### config.mk
export PLATFORM = sky130hd
export DESIGN_NAME = sjf_nonpreemptive_scheduler_core
export DESIGN_NICKNAME = d
export VERILOG_FILES = /design/src/hdl/sjf_pkg.sv /design/src/hdl/sjf_store.sv /design/src/hdl/sjf_scan_unit.sv /design/src/hdl/sjf_alu.sv /design/src/hdl/sjf_nonpreemptive_scheduler_core.sv
export SDC_FILE = /design/constraint.sdc
export NUM_CORES = 2
export LEC_CHECK = 0
export BUFFER_PORTS_ARGS = -buffer_cell sky130_fd_sc_hd__buf_2
export CORE_ASPECT_RATIO = 0.7
export CORE_MARGIN = 2
export CORE_UTILIZATION = 46
export CTS_CLUSTER_SIZE = 14
export DETAILED_ROUTE_END_ITERATION = 10
export PLACE_DENSITY = 0.66
export SYNTH_ARGS = -nofsm -noshare
export SYNTH_HDL_FRONTEND = slang
export SYNTH_SLANG_ARGS = --single-unit
export TNS_END_PERCENT = 1
### constraint.sdc
create_clock -name clk -period 11.1 [get_ports clk]
set_clock_uncertainty 0.1 [all_clocks]
set_input_delay 0.555 -clock clk [delete_from_list [all_inputs] [get_ports clk]]
set_output_delay 0.555 -clock clk [all_outputs]
set_load 0.02 [all_outputs]
### src/hdl/sjf_pkg.sv
`default_nettype none

package sjf_pkg;

    localparam int MAX_JOBS  = 16;
    localparam int TIME_BITS = 16;
    localparam int CLK_BITS  = 21;
    localparam int SUM_BITS  = 25;
    localparam int NUM_BITS  = 5;
    localparam int IDX_BITS  = (MAX_JOBS > 1) ? $clog2(MAX_JOBS) : 1;
    localparam int CNT_BITS  = $clog2(MAX_JOBS + 1);
    localparam int NOW_BITS  = (TIME_BITS > CLK_BITS) ? TIME_BITS : CLK_BITS;

    typedef logic [TIME_BITS-1:0] time_t;
    typedef logic [CLK_BITS-1:0]  clk_t;
    typedef logic [SUM_BITS-1:0]  sum_t;
    typedef logic [NUM_BITS-1:0]  num_t;
    typedef logic [IDX_BITS-1:0]  idx_t;
    typedef logic [CNT_BITS-1:0]  cnt_t;
    typedef logic [NOW_BITS-1:0]  now_t;

    typedef enum logic [3:0] {
        ST_LOAD,
        ST_SCAN,
        ST_DECIDE,
        ST_FIN,
        ST_TAT,
        ST_WT,
        ST_TSUM,
        ST_WSUM,
        ST_OUT_RD,
        ST_OUT_LD,
        ST_OUT_TAT,
        ST_OUT_WT,
        ST_OUT_SEND
    } state_t;

    typedef enum logic [2:0] {
        ALU_IDLE,
        ALU_FIN,
        ALU_TAT,
        ALU_WT,
        ALU_TSUM,
        ALU_WSUM
    } alu_op_t;

    typedef struct packed {
        now_t  clock_now;
        time_t arrival;
        time_t burst;
        clk_t  finish;
        clk_t  turnaround;
        clk_t  waiting;
        sum_t  turnaround_total;
        sum_t  waiting_total;
    } alu_operands_t;

    typedef struct packed {
        logic  found;
        idx_t  pick;
        time_t best_burst;
        time_t pick_arrival;
        time_t earliest;
    } scan_result_t;

endpackage

`default_nettype wire

### src/hdl/sjf_store.sv
`default_nettype none

module sjf_store (
    input  wire logic           clk,
    input  wire logic           load_en,
    input  wire sjf_pkg::idx_t  load_addr,
    input  wire sjf_pkg::time_t load_arrival,
    input  wire sjf_pkg::time_t load_burst,
    input  wire logic           fin_en,
    input  wire sjf_pkg::idx_t  fin_addr,
    input  wire sjf_pkg::clk_t  fin_data,
    input  wire sjf_pkg::idx_t  rd_addr,
    output sjf_pkg::time_t      rd_arrival,
    output sjf_pkg::time_t      rd_burst,
    output sjf_pkg::clk_t       rd_finish
);

    sjf_pkg::time_t arrival_mem [sjf_pkg::MAX_JOBS];
    sjf_pkg::time_t burst_mem   [sjf_pkg::MAX_JOBS];
    sjf_pkg::clk_t  finish_mem  [sjf_pkg::MAX_JOBS];

    sjf_pkg::time_t rd_arrival_reg;
    sjf_pkg::time_t rd_burst_reg;
    sjf_pkg::clk_t  rd_finish_reg;

    always_ff @(posedge clk)
    begin
        if (load_en)
        begin
            arrival_mem[load_addr] <= load_arrival;
            burst_mem[load_addr]   <= load_burst;
        end
        if (fin_en)
        begin
            finish_mem[fin_addr] <= fin_data;
        end
        rd_arrival_reg <= arrival_mem[rd_addr];
        rd_burst_reg   <= burst_mem[rd_addr];
        rd_finish_reg  <= finish_mem[rd_addr];
    end

    assign rd_arrival = rd_arrival_reg;
    assign rd_burst   = rd_burst_reg;
    assign rd_finish  = rd_finish_reg;

endmodule

`default_nettype wire

### src/hdl/sjf_scan_unit.sv
`default_nettype none

module sjf_scan_unit (
    input  wire logic           clk,
    input  wire logic           rst_n,
    input  wire logic           clear,
    input  wire logic           eval,
    input  wire sjf_pkg::idx_t  idx,
    input  wire sjf_pkg::time_t arrival,
    input  wire sjf_pkg::time_t burst,
    input  wire logic           finished,
    input  wire sjf_pkg::now_t  clock_now,
    output sjf_pkg::scan_result_t result
);

    logic           found_reg, found_next;
    logic           any_left_reg, any_left_next;
    sjf_pkg::idx_t  pick_reg, pick_next;
    sjf_pkg::time_t best_reg, best_next;
    sjf_pkg::time_t pick_arr_reg, pick_arr_next;
    sjf_pkg::time_t earliest_reg, earliest_next;

    always_ff @(posedge clk or negedge rst_n)
    begin
        if (!rst_n)
        begin
            found_reg    <= 1'b0;
            any_left_reg <= 1'b0;
        end
        else
        begin
            found_reg    <= found_next;
            any_left_reg <= any_left_next;
        end
    end

    always_ff @(posedge clk)
    begin
        pick_reg     <= pick_next;
        best_reg     <= best_next;
        pick_arr_reg <= pick_arr_next;
        earliest_reg <= earliest_next;
    end

    always_comb
    begin
        found_next    = found_reg;
        any_left_next = any_left_reg;
        pick_next     = pick_reg;
        best_next     = best_reg;
        pick_arr_next = pick_arr_reg;
        earliest_next = earliest_reg;
        if (clear)
        begin
            found_next    = 1'b0;
            any_left_next = 1'b0;
        end
        else if (eval && !finished)
        begin
            if (!any_left_reg || (arrival < earliest_reg))
            begin
                earliest_next = arrival;
            end
            any_left_next = 1'b1;
            // only jobs already arrived compete; strict less keeps the lowest index
            if ((sjf_pkg::now_t'(arrival) <= clock_now) && (!found_reg || (burst < best_reg)))
            begin
                found_next    = 1'b1;
                pick_next     = idx;
                best_next     = burst;
                pick_arr_next = arrival;
            end
        end
    end

    assign result.found        = found_reg;
    assign result.pick         = pick_reg;
    assign result.best_burst   = best_reg;
    assign result.pick_arrival = pick_arr_reg;
    assign result.earliest     = earliest_reg;

endmodule

`default_nettype wire

### src/hdl/sjf_alu.sv
`default_nettype none

module sjf_alu (
    input  wire sjf_pkg::alu_op_t       op,
    input  wire sjf_pkg::alu_operands_t opnd,
    output sjf_pkg::sum_t               result
);

    sjf_pkg::sum_t a;
    sjf_pkg::sum_t b;
    sjf_pkg::sum_t raw;
    logic          sub;
    logic          narrow;

    always_comb
    begin
        a      = '0;
        b      = '0;
        sub    = 1'b0;
        narrow = 1'b0;
        case (op)
            sjf_pkg::ALU_FIN:
            begin
                a      = sjf_pkg::sum_t'(opnd.clock_now);
                b      = sjf_pkg::sum_t'(opnd.burst);
                narrow = 1'b1;
            end
            sjf_pkg::ALU_TAT:
            begin
                a      = sjf_pkg::sum_t'(opnd.finish);
                b      = sjf_pkg::sum_t'(opnd.arrival);
                sub    = 1'b1;
                narrow = 1'b1;
            end
            sjf_pkg::ALU_WT:
            begin
                a      = sjf_pkg::sum_t'(opnd.turnaround);
                b      = sjf_pkg::sum_t'(opnd.burst);
                sub    = 1'b1;
                narrow = 1'b1;
            end
            sjf_pkg::ALU_TSUM:
            begin
                a = opnd.turnaround_total;
                b = sjf_pkg::sum_t'(opnd.turnaround);
            end
            sjf_pkg::ALU_WSUM:
            begin
                a = opnd.waiting_total;
                b = sjf_pkg::sum_t'(opnd.waiting);
            end
            default:
            begin
                a = '0;
                b = '0;
            end
        endcase
        raw    = sub ? (a - b) : (a + b);
        // wrap time values to the clock width
        result = narrow ? sjf_pkg::sum_t'(sjf_pkg::clk_t'(raw)) : raw;
    end

endmodule

`default_nettype wire

### src/hdl/sjf_nonpreemptive_scheduler_core.sv
`default_nettype none

// Channel | Direction | Handshake                   | Word
// job     | in        | job_valid / job_ready       | arrival_time, burst_length, last_job
// result  | out       | result_valid / result_ready | job_number .. last_result
//
// Loading accepts one job word per cycle; a word with last_job set starts the run.
// Each selection scans all N stored jobs through the store read port, then runs decide
// and the shared-adder steps fin, tat, wt, tsum, wsum; a jump to the next arrival costs
// a decide step and a rescan. Each result passes read, load, tat, wt before result_valid.
// Reset clears job count, clock, totals and finished flags; job_ready is high only
// while loading, and the run and the result stream block new jobs until the last word.

module sjf_nonpreemptive_scheduler_core (
    input  wire logic           clk,
    input  wire logic           rst_n,
    input  wire logic           job_valid,
    output logic                job_ready,
    input  wire sjf_pkg::time_t arrival_time,
    input  wire sjf_pkg::time_t burst_length,
    input  wire logic           last_job,
    output logic                result_valid,
    input  wire logic           result_ready,
    output sjf_pkg::num_t       job_number,
    output sjf_pkg::clk_t       completion_time,
    output sjf_pkg::clk_t       turnaround_time,
    output sjf_pkg::clk_t       waiting_time,
    output sjf_pkg::sum_t       turnaround_sum,
    output sjf_pkg::sum_t       waiting_sum,
    output logic                last_result
);

    sjf_pkg::state_t state_reg, state_next;
    sjf_pkg::cnt_t   count_reg, count_next;
    sjf_pkg::cnt_t   done_cnt_reg, done_cnt_next;
    sjf_pkg::cnt_t   issue_cnt_reg, issue_cnt_next;
    logic            vld_d_reg, vld_d_next;
    sjf_pkg::idx_t   out_idx_reg, out_idx_next;
    sjf_pkg::now_t   clock_now_reg, clock_now_next;
    sjf_pkg::sum_t   tsum_reg, tsum_next;
    sjf_pkg::sum_t   wsum_reg, wsum_next;
    logic [sjf_pkg::MAX_JOBS-1:0] flags_reg, flags_next;

    sjf_pkg::idx_t   idx_d_reg, idx_d_next;
    sjf_pkg::time_t  arr_op_reg, arr_op_next;
    sjf_pkg::time_t  bur_op_reg, bur_op_next;
    sjf_pkg::clk_t   fin_reg, fin_next;
    sjf_pkg::clk_t   tat_reg, tat_next;
    sjf_pkg::clk_t   wt_reg, wt_next;

    logic                  load_en;
    logic                  fin_en;
    logic                  scan_clear;
    sjf_pkg::idx_t         rd_addr;
    sjf_pkg::time_t        rd_arrival;
    sjf_pkg::time_t        rd_burst;
    sjf_pkg::clk_t         rd_finish;
    sjf_pkg::scan_result_t scan_res;
    sjf_pkg::alu_op_t      alu_op;
    sjf_pkg::alu_operands_t alu_opnd;
    sjf_pkg::sum_t         alu_result;
    sjf_pkg::cnt_t         out_pos;
    logic                  out_last;

    sjf_store u_store (
        .clk          (clk),
        .load_en      (load_en),
        .load_addr    (sjf_pkg::idx_t'(count_reg)),
        .load_arrival (arrival_time),
        .load_burst   (burst_length),
        .fin_en       (fin_en),
        .fin_addr     (scan_res.pick),
        .fin_data     (sjf_pkg::clk_t'(alu_result)),
        .rd_addr      (rd_addr),
        .rd_arrival   (rd_arrival),
        .rd_burst     (rd_burst),
        .rd_finish    (rd_finish)
    );

    sjf_scan_unit u_scan (
        .clk       (clk),
        .rst_n     (rst_n),
        .clear     (scan_clear),
        .eval      (vld_d_reg),
        .idx       (idx_d_reg),
        .arrival   (rd_arrival),
        .burst     (rd_burst),
        .finished  (flags_reg[idx_d_reg]),
        .clock_now (clock_now_reg),
        .result    (scan_res)
    );

    assign alu_opnd.clock_now        = clock_now_reg;
    assign alu_opnd.arrival          = arr_op_reg;
    assign alu_opnd.burst            = bur_op_reg;
    assign alu_opnd.finish           = fin_reg;
    assign alu_opnd.turnaround       = tat_reg;
    assign alu_opnd.waiting          = wt_reg;
    assign alu_opnd.turnaround_total = tsum_reg;
    assign alu_opnd.waiting_total    = wsum_reg;

    sjf_alu u_alu (
        .op     (alu_op),
        .opnd   (alu_opnd),
        .result (alu_result)
    );

    always_ff @(posedge clk or negedge rst_n)
    begin
        if (!rst_n)
        begin
            state_reg     <= sjf_pkg::ST_LOAD;
            count_reg     <= '0;
            done_cnt_reg  <= '0;
            issue_cnt_reg <= '0;
            vld_d_reg     <= 1'b0;
            out_idx_reg   <= '0;
            clock_now_reg <= '0;
            tsum_reg      <= '0;
            wsum_reg      <= '0;
            flags_reg     <= '0;
        end
        else
        begin
            state_reg     <= state_next;
            count_reg     <= count_next;
            done_cnt_reg  <= done_cnt_next;
            issue_cnt_reg <= issue_cnt_next;
            vld_d_reg     <= vld_d_next;
            out_idx_reg   <= out_idx_next;
            clock_now_reg <= clock_now_next;
            tsum_reg      <= tsum_next;
            wsum_reg      <= wsum_next;
            flags_reg     <= flags_next;
        end
    end

    always_ff @(posedge clk)
    begin
        idx_d_reg  <= idx_d_next;
        arr_op_reg <= arr_op_next;
        bur_op_reg <= bur_op_next;
        fin_reg    <= fin_next;
        tat_reg    <= tat_next;
        wt_reg     <= wt_next;
    end

    assign out_pos  = sjf_pkg::cnt_t'(out_idx_reg) + sjf_pkg::cnt_t'(1);
    assign out_last = (out_pos == count_reg);

    always_comb
    begin
        state_next     = state_reg;
        count_next     = count_reg;
        done_cnt_next  = done_cnt_reg;
        issue_cnt_next = issue_cnt_reg;
        vld_d_next     = 1'b0;
        out_idx_next   = out_idx_reg;
        clock_now_next = clock_now_reg;
        tsum_next      = tsum_reg;
        wsum_next      = wsum_reg;
        flags_next     = flags_reg;
        idx_d_next     = idx_d_reg;
        arr_op_next    = arr_op_reg;
        bur_op_next    = bur_op_reg;
        fin_next       = fin_reg;
        tat_next       = tat_reg;
        wt_next        = wt_reg;
        load_en        = 1'b0;
        fin_en         = 1'b0;
        scan_clear     = 1'b0;
        rd_addr        = sjf_pkg::idx_t'(issue_cnt_reg);
        alu_op         = sjf_pkg::ALU_IDLE;

        case (state_reg)
            sjf_pkg::ST_LOAD:
            begin
                if (job_valid)
                begin
                    // drop jobs beyond capacity, but still honor the closing flag
                    if (count_reg < sjf_pkg::cnt_t'(sjf_pkg::MAX_JOBS))
                    begin
                        load_en    = 1'b1;
                        count_next = count_reg + sjf_pkg::cnt_t'(1);
                    end
                    if (last_job)
                    begin
                        issue_cnt_next = '0;
                        scan_clear     = 1'b1;
                        state_next     = sjf_pkg::ST_SCAN;
                    end
                end
            end
            sjf_pkg::ST_SCAN:
            begin
                if (issue_cnt_reg < count_reg)
                begin
                    vld_d_next     = 1'b1;
                    idx_d_next     = sjf_pkg::idx_t'(issue_cnt_reg);
                    issue_cnt_next = issue_cnt_reg + sjf_pkg::cnt_t'(1);
                end
                else if (!vld_d_reg)
                begin
                    state_next = sjf_pkg::ST_DECIDE;
                end
            end
            sjf_pkg::ST_DECIDE:
            begin
                if (!scan_res.found)
                begin
                    // nothing has arrived: advance to the next arrival and rescan
                    clock_now_next = sjf_pkg::now_t'(scan_res.earliest);
                    issue_cnt_next = '0;
                    scan_clear     = 1'b1;
                    state_next     = sjf_pkg::ST_SCAN;
                end
                else
                begin
                    flags_next[scan_res.pick] = 1'b1;
                    arr_op_next = scan_res.pick_arrival;
                    bur_op_next = scan_res.best_burst;
                    state_next  = sjf_pkg::ST_FIN;
                end
            end
            sjf_pkg::ST_FIN:
            begin
                alu_op         = sjf_pkg::ALU_FIN;
                fin_en         = 1'b1;
                fin_next       = sjf_pkg::clk_t'(alu_result);
                clock_now_next = sjf_pkg::now_t'(sjf_pkg::clk_t'(alu_result));
                state_next     = sjf_pkg::ST_TAT;
            end
            sjf_pkg::ST_TAT:
            begin
                alu_op     = sjf_pkg::ALU_TAT;
                tat_next   = sjf_pkg::clk_t'(alu_result);
                state_next = sjf_pkg::ST_WT;
            end
            sjf_pkg::ST_WT:
            begin
                alu_op     = sjf_pkg::ALU_WT;
                wt_next    = sjf_pkg::clk_t'(alu_result);
                state_next = sjf_pkg::ST_TSUM;
            end
            sjf_pkg::ST_TSUM:
            begin
                alu_op     = sjf_pkg::ALU_TSUM;
                tsum_next  = alu_result;
                state_next = sjf_pkg::ST_WSUM;
            end
            sjf_pkg::ST_WSUM:
            begin
                alu_op        = sjf_pkg::ALU_WSUM;
                wsum_next     = alu_result;
                done_cnt_next = done_cnt_reg + sjf_pkg::cnt_t'(1);
                if (done_cnt_next == count_reg)
                begin
                    out_idx_next = '0;
                    state_next   = sjf_pkg::ST_OUT_RD;
                end
                else
                begin
                    issue_cnt_next = '0;
                    scan_clear     = 1'b1;
                    state_next     = sjf_pkg::ST_SCAN;
                end
            end
            sjf_pkg::ST_OUT_RD:
            begin
                rd_addr    = out_idx_reg;
                state_next = sjf_pkg::ST_OUT_LD;
            end
            sjf_pkg::ST_OUT_LD:
            begin
                arr_op_next = rd_arrival;
                bur_op_next = rd_burst;
                fin_next    = rd_finish;
                state_next  = sjf_pkg::ST_OUT_TAT;
            end
            sjf_pkg::ST_OUT_TAT:
            begin
                alu_op     = sjf_pkg::ALU_TAT;
                tat_next   = sjf_pkg::clk_t'(alu_result);
                state_next = sjf_pkg::ST_OUT_WT;
            end
            sjf_pkg::ST_OUT_WT:
            begin
                alu_op     = sjf_pkg::ALU_WT;
                wt_next    = sjf_pkg::clk_t'(alu_result);
                state_next = sjf_pkg::ST_OUT_SEND;
            end
            sjf_pkg::ST_OUT_SEND:
            begin
                if (result_ready)
                begin
                    if (out_last)
                    begin
                        // set done: clear for the next set
                        count_next     = '0;
                        done_cnt_next  = '0;
                        clock_now_next = '0;
                        tsum_next      = '0;
                        wsum_next      = '0;
                        flags_next     = '0;
                        state_next     = sjf_pkg::ST_LOAD;
                    end
                    else
                    begin
                        out_idx_next = out_idx_reg + sjf_pkg::idx_t'(1);
                        state_next   = sjf_pkg::ST_OUT_RD;
                    end
                end
            end
            default:
            begin
                state_next = sjf_pkg::ST_LOAD;
            end
        endcase
    end

    assign job_ready       = (state_reg == sjf_pkg::ST_LOAD);
    assign result_valid    = (state_reg == sjf_pkg::ST_OUT_SEND);
    assign job_number      = sjf_pkg::num_t'(out_pos);
    assign completion_time = fin_reg;
    assign turnaround_time = tat_reg;
    assign waiting_time    = wt_reg;
    assign turnaround_sum  = out_last ? tsum_reg : '0;
    assign waiting_sum     = out_last ? wsum_reg : '0;
    assign last_result     = out_last;

endmodule

`default_nettype wire

Word-level counts from Yosys, hierarchy flattened
Memory sizes are Yosys's and may differ from the RTL's. A register that Yosys moved wholly into a read port is not among the register bits.
Index checks and enable logic that the tools add are counted.
{"block": "word_totals", "register_bits": 264, "ram_bits": 848, "in_bits": 37, "out_inout_bits": 121, "wordCells": 187, "n_memories": 3}
{"block": "op_classes", "n_addsub": 7, "n_lt_le_gt_ge": 8, "n_eq_ne": 32, "muxes": 76, "bitwise_logic": 2, "reduce_logical": 37}
{"name": "u_store.finish_mem", "depth": 16, "word_bits": 21, "read_ports": 1, "rd_clocked_by_memory_dff": 1, "write_ports": 1, "line_no": "sjf_store.sv:20", "source": "sjf_pkg::clk_t finish_mem [sjf_pkg::MAX_JOBS];"}
{"name": "u_store.arrival_mem", "depth": 16, "word_bits": 16, "read_ports": 1, "rd_clocked_by_memory_dff": 1, "write_ports": 1, "line_no": "sjf_store.sv:18", "source": "sjf_pkg::time_t arrival_mem [sjf_pkg::MAX_JOBS];"}
{"name": "u_store.burst_mem", "depth": 16, "word_bits": 16, "read_ports": 1, "rd_clocked_by_memory_dff": 1, "write_ports": 1, "line_no": "sjf_store.sv:19", "source": "sjf_pkg::time_t burst_mem [sjf_pkg::MAX_JOBS];"}
{"operator": "2-to-1 mux 25 bit", "count": 6}
{"operator": "case mux 25 bit (5 select lines)", "count": 1}
{"operator": "case mux 25 bit (2 select lines)", "count": 2}
{"operator": "case mux 16 bit (2 select lines)", "count": 3}
{"operator": "case mux 21 bit (4 select lines)", "count": 1}
{"operator": "2-to-1 mux 16 bit", "count": 5}
{"operator": "2-to-1 mux 21 bit", "count": 3}
{"operator": "case mux 21 bit (3 select lines)", "count": 1}
{"operator": "case mux 4 bit (13 select lines)", "count": 1}
{"operator": "2-to-1 mux 5 bit", "count": 9}
{"operator": "2-to-1 mux 4 bit", "count": 11}
{"operator": "case mux 21 bit (2 select lines)", "count": 1}
{"operator": "less-than comparator 16 bit", "count": 2}
{"operator": "adder 25 x 21 -> 25 bit", "count": 1}
{"operator": "subtractor 25 x 21 -> 25 bit", "count": 1}
{"operator": "2-to-1 mux 1 bit", "count": 23}
{"operator": "<= comparator 16 x 21 -> 1 bit", "count": 1}
{"operator": "equality test 4 bit (second input constant)", "count": 5}
{"operator": "case mux 5 bit (2 select lines)", "count": 2}
{"operator": "case mux 5 bit (4 select lines)", "count": 1}
{"operator": "equality test 4 x 3 -> 1 bit (second input constant)", "count": 4}
{"operator": "!= test 2 bit (second input constant)", "count": 8}
{"operator": "bitwise OR 16 bit", "count": 1}
{"operator": "nonzero test 2 bit", "count": 8}
{"operator": "other kinds (34)", "count": 61}

Logic depth before layout (Yosys ltp)
{"block": "depth", "word_depth": 10, "mapped_depth": 21, "mapped_depth_nobuf": 18}

Cells and area by module
From an unflattened synthesis, not the netlist that was laid out.
{"block": "hier_totals", "hier_cells": 2772, "area_unflattened_um2": 48376.4}
{"mod": "sjf_store", "n_inst": 1, "cells_per_inst": 1393, "area_each_um2": 32919.1, "seq_area_each_um2": 26525.4}
{"mod": "sjf_nonpreemptive_scheduler_core", "n_inst": 1, "cells_per_inst": 657, "area_each_um2": 9181.3, "seq_area_each_um2": 5750.5}
{"mod": "sjf_alu", "n_inst": 1, "cells_per_inst": 500, "area_each_um2": 3459.6, "seq_area_each_um2": 0.0}
{"mod": "sjf_scan_unit", "n_inst": 1, "cells_per_inst": 222, "area_each_um2": 2816.5, "seq_area_each_um2": 1611.5}

Worst setup path after synthesis
OpenSTA, ideal clock, no wires.
{"block": "synth_path", "path_kind": "register -> register", "startpoint": "register state_reg[3]", "endpoint": "register fin_reg[17], in the netlist completion_time[17] (data pin)", "setup_time_ns": 0.135, "arrival_time_ns": 4.719, "t_required_ns": 10.865, "setup_slack_ns": 6.145, "path_stages_with_launch": 18, "path_buffers": 2, "synth_period_minus_slack_ns": 4.955, "cell_sequence": "dfrtp_1 or3b_1 buf_6 a21oi_4 buf_6 a221oi_1 ha_1 a31oi_1 xor2_1 ha_1 or4_1 a2bb2oi_1 o2111ai_1 nand2_1 a31oi_1 o311ai_0 xor2_1 mux2_2"}
{"block": "synth_between", "elab_chain_cells": 10, "word_cells_on_any_way": 26, "cone_classes": "add/sub (2); eq/ne (13); mux (7); reduce/logical (4)"}
{"item": "from (decl)", "line_no": "sjf_nonpreemptive_scheduler_core.sv:33", "source": "sjf_pkg::state_t state_reg, state_next;"}
{"item": "from (signal assigned)", "line_no": "sjf_nonpreemptive_scheduler_core.sv:112", "source": "state_reg <= sjf_pkg::ST_LOAD;"}
{"item": "from (signal assigned)", "line_no": "sjf_nonpreemptive_scheduler_core.sv:125", "source": "state_reg <= state_next;"}
{"item": "equality test 4 bit / equality test 4 x 3 -> 1 bit (equally long branches)", "line_no": "sjf_nonpreemptive_scheduler_core.sv:175", "source": "case (state_reg)"}
{"item": "OR reduction 2 bit (no source line)"}
{"item": "case mux 3 bit (5 select lines) (*)", "line_no": "sjf_nonpreemptive_scheduler_core.sv:175"}
{"item": "equality test 3 x 1 -> 1 bit / equality test 3 x 2 -> 1 bit (equally long branches)", "line_no": "sjf_alu.sv:21", "source": "case (op)"}
{"item": "OR reduction 2 bit (no source line)"}
{"item": "case mux 21 bit (4 select lines)", "line_no": "sjf_alu.sv:21"}
{"item": "adder 25 x 21 -> 25 bit / subtractor 25 x 21 -> 25 bit (equally long branches)", "line_no": "sjf_alu.sv:58", "source": "raw = sub ? (a - b) : (a + b);"}
{"item": "2-to-1 mux 25 bit (*)", "line_no": "sjf_alu.sv:58"}
{"item": "2-to-1 mux 25 bit (*)", "line_no": "sjf_alu.sv:60", "source": "result = narrow ? sjf_pkg::sum_t'(sjf_pkg::clk_t'(raw)) : raw;"}
{"item": "named net alu_result[17]", "line_no": "sjf_nonpreemptive_scheduler_core.sv:61", "source": "sjf_pkg::sum_t alu_result;"}
{"item": "case mux 21 bit (2 select lines) (*)", "line_no": "sjf_nonpreemptive_scheduler_core.sv:175"}
{"item": "named net fin_next[17]", "line_no": "sjf_nonpreemptive_scheduler_core.sv:47", "source": "sjf_pkg::clk_t fin_reg, fin_next;"}
{"item": "to (signal assigned)", "line_no": "sjf_nonpreemptive_scheduler_core.sv:143", "source": "fin_reg <= fin_next;"}
{"item": "to (decl)", "line_no": "sjf_nonpreemptive_scheduler_core.sv:47"}
The timed path passes the listed nets; every way through them passes the cells marked *.
A chain may end at the register's enable or synchronous reset.

Worst setup path in the final report
{"block": "layout_path", "startpoint": "register state_reg[2]", "endpoint": "register fin_reg[18], in the netlist completion_time[18] (data pin)"}
Same word-level chain as after synthesis.

==> metrics list <==
* Ratio of cells with drive above 1 in the final layout: 21.3%
* Largest family of logic cells by synthesized area: multiplexers
* Peak fanout along the critical path: 37
- Vertical die dimension: 275 um
- Subtracting the final worst setup slack from the clock period gives 6440 ps.
- Fraction of synthesized cell area in xor and xnor cells: 1.01%
* Overall Global Routing Usage: 23.2%
- The register with the most flip-flops in the final layout is u_store.finish_mem.
* Critical Path Source: state_reg[2]
* Vias after detailed routing: 27500
- For this configuration, the core starts out at a cell density of 46.4%.
* Adder-cell share of the synthesized area: 2.19%
- The synthesized design spends more area on one cell type than any other, namely edfxtp_1.
* Max cap viols: 0
- STA classifies the critical path endpoint as a register.
- R2r endpoint: completion_time[18]
- Total of flip-flops plus latches after synthesis: 1165
* Net Count, Synth: 3078
- Share of the synthesized area in the top cell type: 62.0%
- Area fraction in and, or, nand and nor cells after synthesis: 6.10%
- Category of the worst setup path launch point: register
- CTS sink cnt: 1165
* Post-synthesis average cell area: 16.4 um2
- The startpoint identified for the worst register-to-register timing path is state_reg[2].
- Setup repair after global routing left no endpoint under its margin.
- Setup tns final: 0 ps
* F_max: 155 MHz
- The share of the Yosys chip area taken by registers is 70.1%.
- Leaving out fill and tap cells, the most frequent cell in the layout is edfxtp_1.
* Detailed Route WL: 125 mm
* Number of antenna violations at the first check in global routing: 6
- Die ar.: 108000 um2
- TritonCTS clock tree: done
- Quantity of hold-fixing buffers added after cts: 1
* Residual DRC: 0
- The critical path is of the register to register type.
- Measured against its own limit, the worst slew margin works out to 12.6%.
- RePlAce Congestion: 0.921
* Final hold viol count: 0
* Via count of the first global-routing pass: 26800
* Actual slew at the worst max-slew pin: 1310 ps
* Post-Synthesis Cells: 2957
- The filler cells instantiated in the layout total 8263.
- Post-detailed-placement half-perimeter wirelength: 75.7 mm
- During synthesis, Yosys emitted a total of 0 warnings.
* Flip-flop count of the largest register after layout: 336
* Count of nets left with antenna violations after detail routing: 0
- Final setup fails: 0
* Number of flops mapped to enable cells by yosys: 999
- Die X-Extent: 392 um
- The tree is rooted in a clkbuf_16.
* Number of distinct library cells after synthesis: 71
- Quantity of I/O buffers inserted on ports: 157
- The largest registers in the layout are u_store.finish_mem (336), u_store.arrival_mem (256), u_store.burst_mem (256).
* WP data arrival: 6920 ps
- Clock-pin slew of the registers on the worst-case setup and hold paths: 70 ps
- Pins Over Slew Limit: 0
- Complex-gate fraction of the synthesized area: 6.47%
- Pin placement for this block handled 158 I/O pins.
* Worst-case register-to-register setup slack: 4660 ps
- The worst hold path belongs to the class input pin to register.
* Cell Area, Synth: 48400 um2
- CTS built an H-tree with a depth of 3.
* Clock Path Buffers: 3
* Routed via count divided by cell count: 6.00
* Nets: 3201
- Req. time, crit path: 11580 ps
- The number of clock buffers added by TritonCTS is 106.
- The total area inside the core boundary comes to 104000 um2.
- Share of the clock period used by the worst path after layout: 58.0%
- The run finished with clean final reports.
- CP endpoint: completion_time[18]
* Most used cells in the layout excluding fill and tap cells: edfxtp_1 (999), nand2_1 (298), mux4_2 (217), buf_2 (156), dfrtp_1 (112)
- From synthesis to final layout, the design area changed by 12.2%.
* Portion of netlist area occupied by mux cells: 11.2%
- Counting cells, the worst reg-to-reg path comes to 16.
* Share of synthesized registers carrying an async set or reset: 9.70%
- Resized cells post-CTS: 0
* Iteration count of the initial detailed-routing pass: 9
* Most instantiated flip-flop cell in the synthesis netlist: edfxtp_1
* 1st-iter DRT viols: 3335
* Wire length of the first global-routing pass: 183 mm
- Global routing finished with a remaining overflow of 0.
- Post-CTS timing repair inserted 0 buffers for setup.
- In the final routed layout, each cell accounts on average for 27.3 um.
* Area contributors post-synth: edfxtp_1 (62%), mux4_2 (10%), dfrtp_1 (5.8%)
* Largest net degree at the start of global routing: 139
- The floorplan has 99 rows.
- Clk Latency, worst-skew pair: 720 ps
synth_stat cells, drive strengths merged (79+ instances only):
library cell	instances
inv	79
edfxtp	999
mux4	217
clkbuf	90
o21ai	93
nor2	119
and2	111
buf	123
ha	83
dfrtp	113
nand2	298
how the worst min path moves through the flow:
stage                        startpoint                    endpoint  slack (ps)  cells after the start
detailed placement  u_store.rd_burst[0]          u_scan.best_reg[0]         370                      0
global placement    u_store.rd_burst[5]          u_scan.best_reg[5]         360                      0
CTS                    arrival_time[15]  u_store.arrival_mem[7][15]          70                      1
finish                  arrival_time[5]   u_store.arrival_mem[4][5]         120                      1
global route           arrival_time[11]  u_store.arrival_mem[4][11]         100                      1
floorplan                         rst_n            clock_now_reg[0]         160                      0
cell type report:
| type | count | area, um2 | share of cell area (%) |
|---|---|---|---|
| multi-input cells | 1500 | 13400 | 24.7 |
| diodes | 1 | 2.50 | 0.00461 |
| repair buffers | 228 | 1370 | 2.53 |
| clock inverters | 46 | 572 | 1.05 |
| well taps | 1414 | 1770 | 3.26 |
| inverters | 79 | 297 | 0.547 |
| flip-flops and latches | 1165 | 33900 | 62.5 |
| clock buffers | 156 | 2940 | 5.41 |
cells by family (layout without fill, tap and decap cells):
group           Yosys count  in the layout
simple gates            642            642
mux                     269            269
fa+ha+maj                84             84
other cells               0              1
flops                  1165           1165
xor+xnor                 56             56
compound gates          449            449
buf+inv                 292            509
layer usage:
metal	wire, um	up-vias	global-route usage (%)	share of wire, %
met1	56000	14400	35.7	45
met3	10700	179	4.52	8.6
met4	2590	4	5.09	2.1
met5	23	-	0	0.018
li1	-	11700	-	-
met2	56000	1218	34.5	45
through the flow:
step	area (um2)	hold slack [ps]	utilization, %	instances	setup WS [ps]
global placement	50700	360	48.7	4385	4780
detailed placement	50700	369	48.7	4385	4690
finish	54300	118	52.1	4589	4660
floorplan	48400	159	-	2957	6150
CTS	54300	69.4	52.1	4588	4640
global route	54300	96.4	52.1	4588	4000
critical path, stage by stage (launching register included):
cell and delay (ps):
dfrtp_1 620, or3b_1 520, a21oi_4 920, a221oi_1 350, ha_1 360, o21ai_0 290
inv_1 110, fa_1 460, nor2b_1 180, o2111ai_1 180, a21oi_1 320, nor2_1 120
o31a_1 370, o21ai_0 160, a21oi_1 120, xnor2_2 800, mux2_2 300
Power is left out: the tool's default activity adds up to more than one toggle a clock period on the data nets, which glitch-free logic cannot reach.
